### src/hdl/fea_pkg.sv
// Package for the free extent allocator: widths, status, function and CSR codes,
// sequencer state type. No dependencies.
package fea_pkg;
   localparam int TableEntries = 64;
   localparam int AddrWidth    = 16;
   localparam int CsrIdxWidth  = 2;
   localparam int CsrDataWidth = 16;

   localparam logic [1:0] ST_DONE  = 2'd0;
   localparam logic [1:0] ST_NOFIT = 2'd1;
   localparam logic [1:0] ST_FULL  = 2'd2;

   localparam logic FUNC_ALLOC = 1'b0;
   localparam logic FUNC_FREE  = 1'b1;

   localparam logic [CsrIdxWidth-1:0] CSR_FIT_MODE    = 2'd0;
   localparam logic [CsrIdxWidth-1:0] CSR_REGION_BASE = 2'd1;
   localparam logic [CsrIdxWidth-1:0] CSR_REGION_SIZE = 2'd2;

   typedef enum logic [3:0] {
      S_IDLE,
      S_SCAN_RD,
      S_SCAN,
      S_ALLOC_UPD,
      S_FREE_DEC,
      S_SHIFT_DN_RD,
      S_SHIFT_DN_WR,
      S_SHIFT_UP_RD,
      S_SHIFT_UP_WR,
      S_INS_WR,
      S_MERGE_NEXT,
      S_RESP
   } state_type;
endpackage

### src/hdl/fea_ram.sv
// Generic single-port RAM with registered read.
// No dependencies.
module fea_ram #(
   parameter int Width = 32,
   parameter int Depth = 64
) (
   input  logic                     clock,
   input  logic                     wr_en,
   input  logic [$clog2(Depth)-1:0] addr,
   input  logic [Width-1:0]         wr_data,
   output logic [Width-1:0]         rd_data
);
   logic [Width-1:0] mem [Depth];

   always_ff @(posedge clock) begin
      if (wr_en) begin
         mem[addr] <= wr_data;
      end
      rd_data <= mem[addr];
   end
endmodule

### src/hdl/free_extent_allocator_core.sv
// Free extent allocator top level: sequencer over one table RAM.
// Depends on fea_pkg and fea_ram.
// Each stored extent is scanned by a read state and a compare state; removal or insertion
// then moves entries one at a time, each by a read and a write through the single RAM port.
// One item at a time; req_tready is low while busy or a result waits.
// Reset clears the count, state, valid flag and CSR registers (empty table); no clearing pass is needed.
module free_extent_allocator_core #(
   parameter int TableEntries = fea_pkg::TableEntries
) (
   input  logic        clock,
   input  logic        reset,
   input  logic        req_tvalid,
   output logic        req_tready,
   input  logic [31:0] req_tdata,  // block_size[15:0], block_addr[31:16]
   input  logic        req_tuser,  // func
   output logic        rsp_tvalid,
   input  logic        rsp_tready,
   output logic [23:0] rsp_tdata,  // granted_addr[15:0], status[17:16], zero fill
   input  logic        csr_wr_en,
   input  logic [fea_pkg::CsrIdxWidth-1:0]  csr_index,
   input  logic [fea_pkg::CsrDataWidth-1:0] csr_wr_data
);
   localparam int AddrWidth = fea_pkg::AddrWidth;
   localparam int IW = $clog2(TableEntries);
   localparam int CW = $clog2(TableEntries + 1);
   localparam int EW = 2 * AddrWidth;

   fea_pkg::state_type state_ff, state_in;

   logic [CW-1:0]        count_ff, count_in;
   logic [CW-1:0]        idx_ff, idx_in;     // scan / shift pointer
   logic [CW-1:0]        pick_ff, pick_in;   // chosen / insertion index
   logic                 found_ff, found_in;
   logic [AddrWidth-1:0] best_ff, best_in;
   logic                 func_ff;
   logic [AddrWidth-1:0] size_ff, addr_ff;
   logic                 fit_ff;
   logic [AddrWidth-1:0] gaddr_ff, gaddr_in;
   logic [1:0]           status_ff, status_in;
   logic                 rvalid_ff, rvalid_in;
   // previous entry seen during a free scan
   logic                 prev_ok_ff, prev_ok_in;
   logic [AddrWidth-1:0] prev_b_ff, prev_b_in, prev_l_ff, prev_l_in;
   logic [AddrWidth-1:0] hold_b_ff, hold_b_in, hold_l_ff, hold_l_in;
   logic [AddrWidth-1:0] rbase_ff, rsize_ff;

   logic          ram_we;
   logic [IW-1:0] ram_addr;
   logic [EW-1:0] ram_wdata, ram_rdata;
   logic [AddrWidth-1:0] rd_b, rd_l, end_a;

   fea_ram #(.Width(EW), .Depth(TableEntries)) u_table (
      .clock   (clock),
      .wr_en   (ram_we),
      .addr    (ram_addr),
      .wr_data (ram_wdata),
      .rd_data (ram_rdata)
   );

   assign rd_b  = ram_rdata[AddrWidth-1:0];
   assign rd_l  = ram_rdata[EW-1:AddrWidth];
   assign end_a = addr_ff + size_ff;

   assign req_tready = (state_ff == fea_pkg::S_IDLE) && !rvalid_ff;
   assign rsp_tvalid = rvalid_ff;
   assign rsp_tdata  = {6'd0, status_ff, gaddr_ff[15:0]};

   logic accept;
   assign accept = req_tvalid && req_tready;

   always_comb begin
      state_in = state_ff;
      unique case (state_ff)
         fea_pkg::S_IDLE: begin
            if (accept) begin
               if (req_tuser == fea_pkg::FUNC_FREE && req_tdata[15:0] == 16'd0) begin
                  state_in = fea_pkg::S_RESP;
               end else begin
                  state_in = fea_pkg::S_SCAN_RD;
               end
            end
         end
         fea_pkg::S_SCAN_RD: begin
            state_in = (idx_ff < count_ff) ? fea_pkg::S_SCAN
                     : (func_ff == fea_pkg::FUNC_FREE) ? fea_pkg::S_FREE_DEC
                     : fea_pkg::S_ALLOC_UPD;
         end
         fea_pkg::S_SCAN: begin
            if (func_ff == fea_pkg::FUNC_FREE && rd_b > addr_ff) begin
               state_in = fea_pkg::S_FREE_DEC;
            end else begin
               state_in = fea_pkg::S_SCAN_RD;
            end
         end
         fea_pkg::S_ALLOC_UPD: begin
            if (!found_ff) begin
               state_in = fea_pkg::S_RESP;
            end else if (rd_l == size_ff) begin
               state_in = fea_pkg::S_SHIFT_DN_RD;
            end else begin
               state_in = fea_pkg::S_RESP;
            end
         end
         fea_pkg::S_FREE_DEC: begin
            if (prev_ok_ff && (prev_b_ff + prev_l_ff) == addr_ff) begin
               state_in = (found_ff && end_a == hold_b_ff) ? fea_pkg::S_MERGE_NEXT
                                                           : fea_pkg::S_RESP;
            end else if (found_ff && end_a == hold_b_ff) begin
               state_in = fea_pkg::S_RESP;
            end else if (count_ff >= CW'(TableEntries)) begin
               state_in = fea_pkg::S_RESP;
            end else begin
               state_in = fea_pkg::S_SHIFT_UP_RD;
            end
         end
         fea_pkg::S_MERGE_NEXT:  state_in = fea_pkg::S_SHIFT_DN_RD;
         fea_pkg::S_SHIFT_DN_RD: state_in = (idx_ff + CW'(1) < count_ff)
                                            ? fea_pkg::S_SHIFT_DN_WR : fea_pkg::S_RESP;
         fea_pkg::S_SHIFT_DN_WR: state_in = fea_pkg::S_SHIFT_DN_RD;
         fea_pkg::S_SHIFT_UP_RD: state_in = (idx_ff > pick_ff)
                                            ? fea_pkg::S_SHIFT_UP_WR : fea_pkg::S_INS_WR;
         fea_pkg::S_SHIFT_UP_WR: state_in = fea_pkg::S_SHIFT_UP_RD;
         fea_pkg::S_INS_WR:      state_in = fea_pkg::S_RESP;
         fea_pkg::S_RESP:        state_in = fea_pkg::S_IDLE;
         default:                state_in = fea_pkg::S_IDLE;
      endcase
   end

   always_comb begin
      count_in   = count_ff;
      idx_in     = idx_ff;
      pick_in    = pick_ff;
      found_in   = found_ff;
      best_in    = best_ff;
      gaddr_in   = gaddr_ff;
      status_in  = status_ff;
      rvalid_in  = rvalid_ff;
      prev_ok_in = prev_ok_ff;
      prev_b_in  = prev_b_ff;
      prev_l_in  = prev_l_ff;
      hold_b_in  = hold_b_ff;
      hold_l_in  = hold_l_ff;
      ram_we     = 1'b0;
      ram_addr   = idx_ff[IW-1:0];
      ram_wdata  = {hold_l_ff, hold_b_ff};
      if (rvalid_ff && rsp_tready) begin
         rvalid_in = 1'b0;
      end
      unique case (state_ff)
         fea_pkg::S_IDLE: begin
            // keep the waiting result intact until a new item arrives
            if (accept) begin
               idx_in     = '0;
               found_in   = 1'b0;
               prev_ok_in = 1'b0;
               gaddr_in   = '0;
               status_in  = fea_pkg::ST_DONE;
            end
         end
         fea_pkg::S_SCAN_RD: begin
            ram_addr = idx_ff[IW-1:0];
            if (idx_ff >= count_ff) begin
               ram_addr = pick_ff[IW-1:0];
               if (func_ff == fea_pkg::FUNC_FREE) begin
                  pick_in = idx_ff;
               end
            end
         end
         fea_pkg::S_SCAN: begin
            if (func_ff == fea_pkg::FUNC_ALLOC) begin
               if (rd_l >= size_ff &&
                   (!found_ff || (fit_ff ? (rd_l > best_ff) : (rd_l < best_ff)))) begin
                  found_in = 1'b1;
                  pick_in  = idx_ff;
                  best_in  = rd_l;
               end
               idx_in = idx_ff + CW'(1);
            end else if (rd_b > addr_ff) begin
               found_in  = 1'b1;
               pick_in   = idx_ff;
               hold_b_in = rd_b;
               hold_l_in = rd_l;
            end else begin
               prev_ok_in = 1'b1;
               prev_b_in  = rd_b;
               prev_l_in  = rd_l;
               idx_in     = idx_ff + CW'(1);
            end
         end
         fea_pkg::S_ALLOC_UPD: begin
            if (!found_ff) begin
               status_in = fea_pkg::ST_NOFIT;
            end else begin
               gaddr_in  = rd_b;
               ram_we    = 1'b1;
               ram_addr  = pick_ff[IW-1:0];
               ram_wdata = {rd_l - size_ff, rd_b + size_ff};
               idx_in    = pick_ff;
            end
         end
         fea_pkg::S_FREE_DEC: begin
            // pick_ff is the first entry with base above the block, or the count if there is none
            if (prev_ok_ff && (prev_b_ff + prev_l_ff) == addr_ff) begin
               ram_we    = 1'b1;
               ram_addr  = IW'(pick_ff - CW'(1));
               prev_l_in = prev_l_ff + size_ff;
               ram_wdata = {prev_l_ff + size_ff, prev_b_ff};
               idx_in    = pick_ff;
            end else if (found_ff && end_a == hold_b_ff) begin
               ram_we    = 1'b1;
               ram_addr  = pick_ff[IW-1:0];
               ram_wdata = {hold_l_ff + size_ff, hold_b_ff - size_ff};
            end else if (count_ff >= CW'(TableEntries)) begin
               status_in = fea_pkg::ST_FULL;
            end else begin
               idx_in = count_ff;
            end
         end
         fea_pkg::S_MERGE_NEXT: begin
            ram_we    = 1'b1;
            ram_addr  = IW'(pick_ff - CW'(1));
            ram_wdata = {prev_l_ff + hold_l_ff, prev_b_ff};
         end
         fea_pkg::S_SHIFT_DN_RD: begin
            ram_addr = IW'(idx_ff + CW'(1));
            if (idx_ff + CW'(1) >= count_ff) begin
               count_in = count_ff - CW'(1);
            end
         end
         fea_pkg::S_SHIFT_DN_WR: begin
            ram_we    = 1'b1;
            ram_addr  = idx_ff[IW-1:0];
            ram_wdata = ram_rdata;
            idx_in    = idx_ff + CW'(1);
         end
         fea_pkg::S_SHIFT_UP_RD: begin
            ram_addr = IW'(idx_ff - CW'(1));
         end
         fea_pkg::S_SHIFT_UP_WR: begin
            ram_we    = 1'b1;
            ram_addr  = idx_ff[IW-1:0];
            ram_wdata = ram_rdata;
            idx_in    = idx_ff - CW'(1);
         end
         fea_pkg::S_INS_WR: begin
            ram_we    = 1'b1;
            ram_addr  = pick_ff[IW-1:0];
            ram_wdata = {size_ff, addr_ff};
            count_in  = count_ff + CW'(1);
         end
         fea_pkg::S_RESP: begin
            rvalid_in = 1'b1;
         end
         default: ;
      endcase
      // region reload: single extent in entry 0
      if (csr_wr_en && (csr_index == fea_pkg::CSR_REGION_BASE ||
                        csr_index == fea_pkg::CSR_REGION_SIZE)) begin
         ram_we    = 1'b1;
         ram_addr  = '0;
         if (csr_index == fea_pkg::CSR_REGION_BASE) begin
            ram_wdata = {rsize_ff, AddrWidth'(csr_wr_data)};
            count_in  = (rsize_ff != '0) ? CW'(1) : '0;
         end else begin
            ram_wdata = {AddrWidth'(csr_wr_data), rbase_ff};
            count_in  = (csr_wr_data != '0) ? CW'(1) : '0;
         end
      end
   end

   always_ff @(posedge clock) begin
      if (reset) begin
         state_ff  <= fea_pkg::S_IDLE;
         count_ff  <= '0;
         rvalid_ff <= 1'b0;
         fit_ff    <= 1'b0;
         rbase_ff  <= '0;
         rsize_ff  <= '0;
      end else begin
         state_ff  <= state_in;
         count_ff  <= count_in;
         rvalid_ff <= rvalid_in;
         if (csr_wr_en) begin
            unique case (csr_index)
               fea_pkg::CSR_FIT_MODE:    fit_ff   <= csr_wr_data[0];
               fea_pkg::CSR_REGION_BASE: rbase_ff <= AddrWidth'(csr_wr_data);
               fea_pkg::CSR_REGION_SIZE: rsize_ff <= AddrWidth'(csr_wr_data);
               default: ;
            endcase
         end
      end
   end

   always_ff @(posedge clock) begin
      idx_ff     <= idx_in;
      pick_ff    <= pick_in;
      found_ff   <= found_in;
      best_ff    <= best_in;
      gaddr_ff   <= gaddr_in;
      status_ff  <= status_in;
      prev_ok_ff <= prev_ok_in;
      prev_b_ff  <= prev_b_in;
      prev_l_ff  <= prev_l_in;
      hold_b_ff  <= hold_b_in;
      hold_l_ff  <= hold_l_in;
      if (accept) begin
         func_ff <= req_tuser;
         size_ff <= AddrWidth'(req_tdata[15:0]);
         addr_ff <= AddrWidth'(req_tdata[31:16]);
      end
   end

   a_count_bound: assert property (@(posedge clock) disable iff (reset)
      count_ff <= CW'(TableEntries)) else $error("extent count overflow");
   a_rsp_hold: assert property (@(posedge clock) disable iff (reset)
      rvalid_ff && !rsp_tready |=> rvalid_ff && $stable(rsp_tdata))
      else $error("result dropped");
   a_nofit_zero: assert property (@(posedge clock) disable iff (reset)
      rvalid_ff && status_ff != fea_pkg::ST_DONE |-> gaddr_ff == '0)
      else $error("failed item with nonzero address");
endmodule
### config.mk
export PLATFORM = sky130hd
export DESIGN_NAME = free_extent_allocator_core
export DESIGN_NICKNAME = d
export VERILOG_FILES = /design/src/hdl/fea_pkg.sv /design/src/hdl/fea_ram.sv /design/src/hdl/free_extent_allocator_core.sv
export SDC_FILE = /design/constraint.sdc
export NUM_CORES = 2
export LEC_CHECK = 0
export ABC_AREA = 1
export BUFFER_PORTS_ARGS = -buffer_cell sky130_fd_sc_hd__buf_4
export CAP_MARGIN = 20
export CORE_MARGIN = 4
export CORE_UTILIZATION = 47
export CTS_CLUSTER_DIAMETER = 100
export DETAILED_ROUTE_END_ITERATION = 10
export PLACE_DENSITY_LB_ADDON = 0.25
export SKIP_LAST_GASP = 1
export SLEW_MARGIN = 20
export SYNTH_ARGS = -nofsm -noshare
export SYNTH_HDL_FRONTEND = slang
export SYNTH_HIERARCHICAL = 1
export SYNTH_SLANG_ARGS = --single-unit
### constraint.sdc
create_clock -name clock -period 7.4 [get_ports clock]
set_clock_uncertainty 0.1 [all_clocks]
set_input_delay 0.37 -clock clock [delete_from_list [all_inputs] [get_ports clock]]
set_output_delay 0.37 -clock clock [all_outputs]
set_load 0.05 [all_outputs]
Word-level counts from Yosys, hierarchy flattened
Memory sizes are Yosys's and may differ from the RTL's. A register that Yosys moved wholly into a read port is not among the register bits.
Index checks and enable logic that the tools add are counted.
{"block": "word_totals", "reg_bits": 192, "ram_bits": 2048, "output_inout_bits": 26, "word_cells": 199, "n_memories": 1}
{"block": "classes", "addsub": 13, "order_cmp": 10, "eq_ne": 33, "muxes": 77, "bitwise": 2, "reduce_logical": 43}
{"memory": "u_table.mem", "words": 64, "word_bits": 32, "read_ports": 1, "rd_clocked_by_memory_dff": 1, "write_ports": 1, "line_no": "fea_ram.sv:13", "source": "logic [Width-1:0] mem [Depth];"}
{"cell": "32-bit two-way mux", "count": 5}
{"cell": "32-bit one-hot mux with 5 select lines", "count": 1}
{"cell": "7-bit two-way mux", "count": 14}
{"cell": "16-bit adder", "count": 6}
{"cell": "16-bit two-way mux", "count": 5}
{"cell": "16-bit one-hot mux with 2 select lines", "count": 2}
{"cell": "16-bit equality test", "count": 3}
{"cell": "6-bit one-hot mux with 7 select lines", "count": 1}
{"cell": "7-bit one-hot mux with 6 select lines", "count": 1}
{"cell": "4-bit one-hot mux with 10 select lines", "count": 1}
{"cell": "16-bit greater-than comparator", "count": 2}
{"cell": "4-bit two-way mux", "count": 8}
{"cell": "16-bit nonzero test", "count": 2}
{"cell": "16-bit subtractor", "count": 2}
{"cell": "6-bit two-way mux", "count": 5}
{"cell": "7-bit one-hot mux with 2 select lines", "count": 2}
{"cell": "2-bit != test (second input constant)", "count": 11}
{"cell": "1-bit two-way mux", "count": 20}
{"cell": "3-bit != test (second input constant)", "count": 6}
{"cell": "4-bit by 3-bit equality test with 1-bit output (second input constant)", "count": 4}
{"cell": "4-bit equality test (second input constant)", "count": 4}
{"cell": "16-bit >= comparator", "count": 1}
{"cell": "16-bit logical NOT", "count": 1}
{"cell": "16-bit less-than comparator", "count": 1}
{"cell": "other kinds (32)", "count": 70}

Longest topological paths before layout
{"block": "depth", "ltp_word": 9, "depth_mapped": 36, "depth_no_buf": 31}

Cells and area by module
The synthesis kept the hierarchy.
{"mod": "fea_ram", "instances": 1, "cells_each": 8442, "area_each_um2": 86998.4, "seq_area_each_um2": 62139.6}
{"mod": "free_extent_allocator_core", "instances": 1, "cells_each": 2578, "area_each_um2": 18161.2, "seq_area_each_um2": 5315.1}

Least setup slack after synthesis
No wires, ideal clock.
{"block": "synth_timing", "path_type": "reg-to-reg", "start": "reg size_ff[1]", "end": "mem u_table.mem[48][0], enable pin", "setup_ns": 0.421, "arrival_time_ns": 5.340, "required_time_ns": 6.879, "setup_slack_ns": 1.539, "stages_incl_launch_ff": 23, "n_path_buf": 2, "period_less_slack_ns": 5.861, "path_cell_list": "edfxtp_1 inv_1 fa_1 nor2_1 nor2_1 nand3_1 nor2_1 nand3_1 nor2_1 nand2_1 nor3_2 nand3_2 nand2_2 inv_2 buf_2 nand2_1 o211ai_1 a21oi_1 inv_4 nor3_4 buf_6 nand2_2 nor2_1"}
{"block": "synth_via", "elab_cells_between_ends": 13, "classes_between": "1 x add/sub; 1 x eq/ne; 10 x mux; 1 x reduce/logical"}
{"element": "from (decl)", "line_no": "free_extent_allocator_core.sv:36", "source": "logic [AddrWidth-1:0] size_ff, addr_ff;"}
{"element": "from (signal assigned)", "line_no": "free_extent_allocator_core.sv:308", "source": "size_ff <= AddrWidth'(req_tdata[15:0]);"}
{"element": "16-bit adder", "line_no": "free_extent_allocator_core.sv:62", "source": "assign end_a = addr_ff + size_ff;"}
{"element": "16-bit equality test", "line_no": "free_extent_allocator_core.sv:209", "source": "end else if (found_ff && end_a == hold_b_ff) begin"}
{"element": "1-bit logical AND", "line_no": "free_extent_allocator_core.sv:209"}
{"element": "6-bit two-way mux", "line_no": "free_extent_allocator_core.sv:209"}
{"element": "6-bit two-way mux", "line_no": "free_extent_allocator_core.sv:203", "source": "if (prev_ok_ff && (prev_b_ff + prev_l_ff) == addr_ff) begin"}
{"element": "6-bit one-hot mux with 7 select lines", "line_no": "free_extent_allocator_core.sv:149", "source": "unique case (state_ff)"}
{"element": "6-bit two-way mux", "line_no": "free_extent_allocator_core.sv:257", "source": "if (csr_wr_en && (csr_index == fea_pkg::CSR_REGION_BASE ||"}
{"element": "via ram_addr[4]", "line_no": "free_extent_allocator_core.sv:48", "source": "logic [IW-1:0] ram_addr;"}
{"element": "to (decl)", "line_no": "fea_ram.sv:13"}
The timed path passes the listed nets, and every way through them passes these cells.

Worst setup path in the final report
{"block": "layout_timing", "start": "reg size_ff[0]", "end": "reg u_table.rd_data[10] (read register of u_table.mem)"}
{"block": "layout_via", "elab_chain_len": 7}
{"element": "16-bit adder", "line_no": "free_extent_allocator_core.sv:62"}
{"element": "16-bit equality test", "line_no": "free_extent_allocator_core.sv:209"}
{"element": "1-bit logical AND", "line_no": "free_extent_allocator_core.sv:209"}
{"element": "6-bit two-way mux", "line_no": "free_extent_allocator_core.sv:209"}
{"element": "6-bit two-way mux", "line_no": "free_extent_allocator_core.sv:203"}
{"element": "6-bit one-hot mux with 7 select lines", "line_no": "free_extent_allocator_core.sv:149"}
{"element": "6-bit two-way mux", "line_no": "free_extent_allocator_core.sv:257"}
{"element": "via ram_addr[0]", "line_no": "free_extent_allocator_core.sv:48"}
{"element": "to (decl)", "line_no": "fea_ram.sv:11", "source": "output logic [Width-1:0] rd_data"}
The timed path passes the listed nets, and every way through them passes these cells.
A chain may end at the register's enable or synchronous reset.

==> impl_results.md <==
* Vias per Instance at 5.51
* CTS Sinks at 2272
* Die height at 481 um
* Area leader, netlist: edfxtp_1
* Hold Crit Start: req_tdata[11]
* Worst Path Arrival at 7.32 ns
* Post-DP HPWL at 211 mm
* GRT Total Usage at 29.0%
* DRC viols at 0
* WL per Instance at 23.8 um
* Ys flop type: edfxtp_1
* Vias in the first global route at 73100
* I/O Pins at 82
* Final cell count without fillers at 14400
* Register area share after synthesis at 64.1%
* Critical path launch point type: flop
* Top cells by count, synth: nand2_1, edfxtp_1, inv_1
* Dpl cells at 13900
* Max Cap Viol at 0
* Critical R2R Launch: size_ff[0]$_DFFE_PP_
* Initial core utilization at 47.3%
* Synth Area per Inst at 9.54 um2
* Fin crit share at 90.8%
* Die X at 481 um
* Peak VDD IR at 0.527 mV
* LEAKAGE at 50.2 nW
* Minimum clock period at 6.72 ns
* Endpoints failing hold at 0
* Worst Hold Class: input pin to flop
* CTS tree: done
* Synthesized instance count at 11000
* Hold Path End: size_ff[11]$_DFFE_PP_
* FF+latch count, synth at 2272
* Number of setup buffers added after CTS at 0
* R2r endpoint: u_table/rd_data[10]$_DFF_P_
* Synth unique cells at 60
* CTS resizes at 0
* Crit Path Max Fanout at 72
* Clock latency on the worst-skew pair at 0.90 ns
* Layout overhead on the synthesized area at 13.2%
* Nets at 11400
* Layout cells sized above 1 at 7.50%
* Peak Freq at 149 MHz
* Main area contributors after synthesis: edfxtp_1, nand2_1, ha_1
* Yosys warnings at 6
* Initial antenna violation count at 14
* Post-CTS Hold Buffers at 55
* Kind of critical path: flop to flop
* Slew HR at 20.2%
* TNS Setup at 0 ns
* Clock root buffer: clkbuf_16
* Internal reg-to-reg setup slack at 0.68 ns
* Drt first pass iters at 6
* WP data required at 8.01 ns
* Endpoint class of the critical path: flop
* Worst-Margin Slew at 1.18 ns
* Worst stage delay on the critical path at 0.62 ns
* Ys async rst share at 0%
* Via count at 79100
* Final ANT Viol Nets at 0
* Synth top area share at 62.7%
* Port bufs at 75
* Final worst slack at 0.684 ns
* Post-Syn Area at 105000 um2
* Unrepaired setup endpoints after global routing: no
* GR Overflow Total at 0
* Total Die Area at 231000 um2
* Row Count at 173
* CTS clk-pin slew, worst paths at 0.06 ns
* R2r worst-path depth at 31
* Dpl ws at 0.862 ns
* Fin. max-slew vios at 0
* Total power draw at 0.0563 W
* Slowest cell on the critical path: a21oi_4
* Routability cong. at 1.02
* Hold path depth at 2
* Fillers at 19300
* H-tree level count at 4
* Core Box Area at 222000 um2
* Pwr/cell area at 473 nW/um2
* Routed WL at 342 mm
* First-pass GRT wire length at 496 mm
* Endpoints failing setup at 0
* Critical Path Most Common Cell: nand2_1
* Cts bufs inserted at 231
* Most numerous cell in the Yosys netlist: nand2_1
* Status: finished clean
* Largest net degree at the start of global routing at 155
* Clock buffer depth at 3
* Initial DRC Count at 9212
* Post-synth EDFFs at 2195
[critical path: cells and delay by family, from the launching register on]
kind	cells	cell delay, ns
and+or+nand+nor	22	3.04
buffers and inverters	5	1.15
adders and majority gates	2	0.76
AOI/OAI and AO/OA	2	0.73
DFF	1	0.53
[power by group]
group / internal [W] / switching, W
clock: 0.00632 / 0.00509
combinational: 0.00717 / 0.0209
sequential: 0.0162 / 0.000637
total: 0.0297 / 0.0266
[sequential cells by signal, summed over array words and instances, names as in the netlist, 4 cells and up]
name,cells
hold_b_ff,16
hold_l_ff,16
idx_ff,7
pick_ff,7
prev_b_ff,16
count_ff,7
addr_ff,16
size_ff,16
u_table/rd_data,32
prev_l_ff,16
best_ff,16
rbase_ff,16
gaddr_ff,16
rsize_ff,16
state_ff,4
u_table/mem,2048
[routing by layer]
metal  share of wire, %  vias up  track usage [%]
met5             0.0099        -                0
met4                5.0        6             12.6
met3                9.7      656             5.06
met2                 45     3973             45.0
met1                 40    38000             40.2
li1                   -    36500                -
[logic make-up (layout without fill, tap and decap cells)]
group / after synthesis / count (layout) / share of synthesized area (%)
buf+inv: 874 / 1233 / 3.93
fa+ha+maj: 194 / 194 / 2.37
compound gates: 669 / 669 / 3.55
xor+xnor: 82 / 82 / 0.690
other cells: 1 / 14 / 0.00357
simple gates: 6928 / 6928 / 25.3
flops: 2272 / 2272 / 64.1
[area by class of cell]
cell class,instances,area [um2],area share (%)
antenna,8,20.0,0.0168
clock buffer,309,6180,5.20
clock inverter,119,1180,0.993
inverter,381,1470,1.23
multi-input combinational,7879,34200,28.8
sequential,2272,67500,56.7
tap,2975,3720,3.13
timing repair buffer,424,4760,4.00
[placed cells by master, fill, tap and decap left out, drive strengths merged, types with 8 or more instances in the layout]
master	synthesis	final
nand3b	12	12
dlygate4sd3	0	55
a21o	8	8
o211ai	30	30
bufinv	0	12
o21bai	9	9
xnor2	28	28
nor4	11	11
o21ai	222	222
ha	185	185
nand3	153	153
nand4	27	27
clkbuf	142	309
o22ai	32	32
o221ai	9	9
a21oi	293	293
nor2	329	329
a31oi	11	11
nor3	42	42
or2	17	17
inv	375	391
edfxtp	2195	2195
fa	9	9
dfxtp	77	77
buf	351	369
xor2	54	54
nand2	6331	6331
a2111oi	9	9
diode	0	8
clkinv	6	90
[how the worst max path moves through the flow]
stage	startpoint	endpoint	slack (ns)	depth (start not counted)
CTS	size_ff[0]$_DFFE_PP_	u_table/rd_data[20]$_DFF_P_	0.88	31
global route	size_ff[0]$_DFFE_PP_	u_table/rd_data[10]$_DFF_P_	0.54	31
detailed placement	size_ff[0]$_DFFE_PP_	u_table/rd_data[20]$_DFF_P_	0.86	31
global placement	size_ff[0]$_DFFE_PP_	u_table/rd_data[20]$_DFF_P_	0.88	31
floorplan	size_ff[1]$_DFFE_PP_	u_table/mem[48][0]$_DFFE_PP_	1.54	22
finish	size_ff[0]$_DFFE_PP_	u_table/rd_data[10]$_DFF_P_	0.68	31
[per-stage QoR]
stage	cell area [um2]	hold WS, ns	util (%)
after detailed placement	111000	0.363	50.0
after global placement	111000	0.358	50.0
after global routing	119000	0.0962	53.5
after CTS	119000	0.0728	53.5
final	119000	0.130	53.5
after floorplan	105000	0.326	-
(Power assumes the default switching activity.)
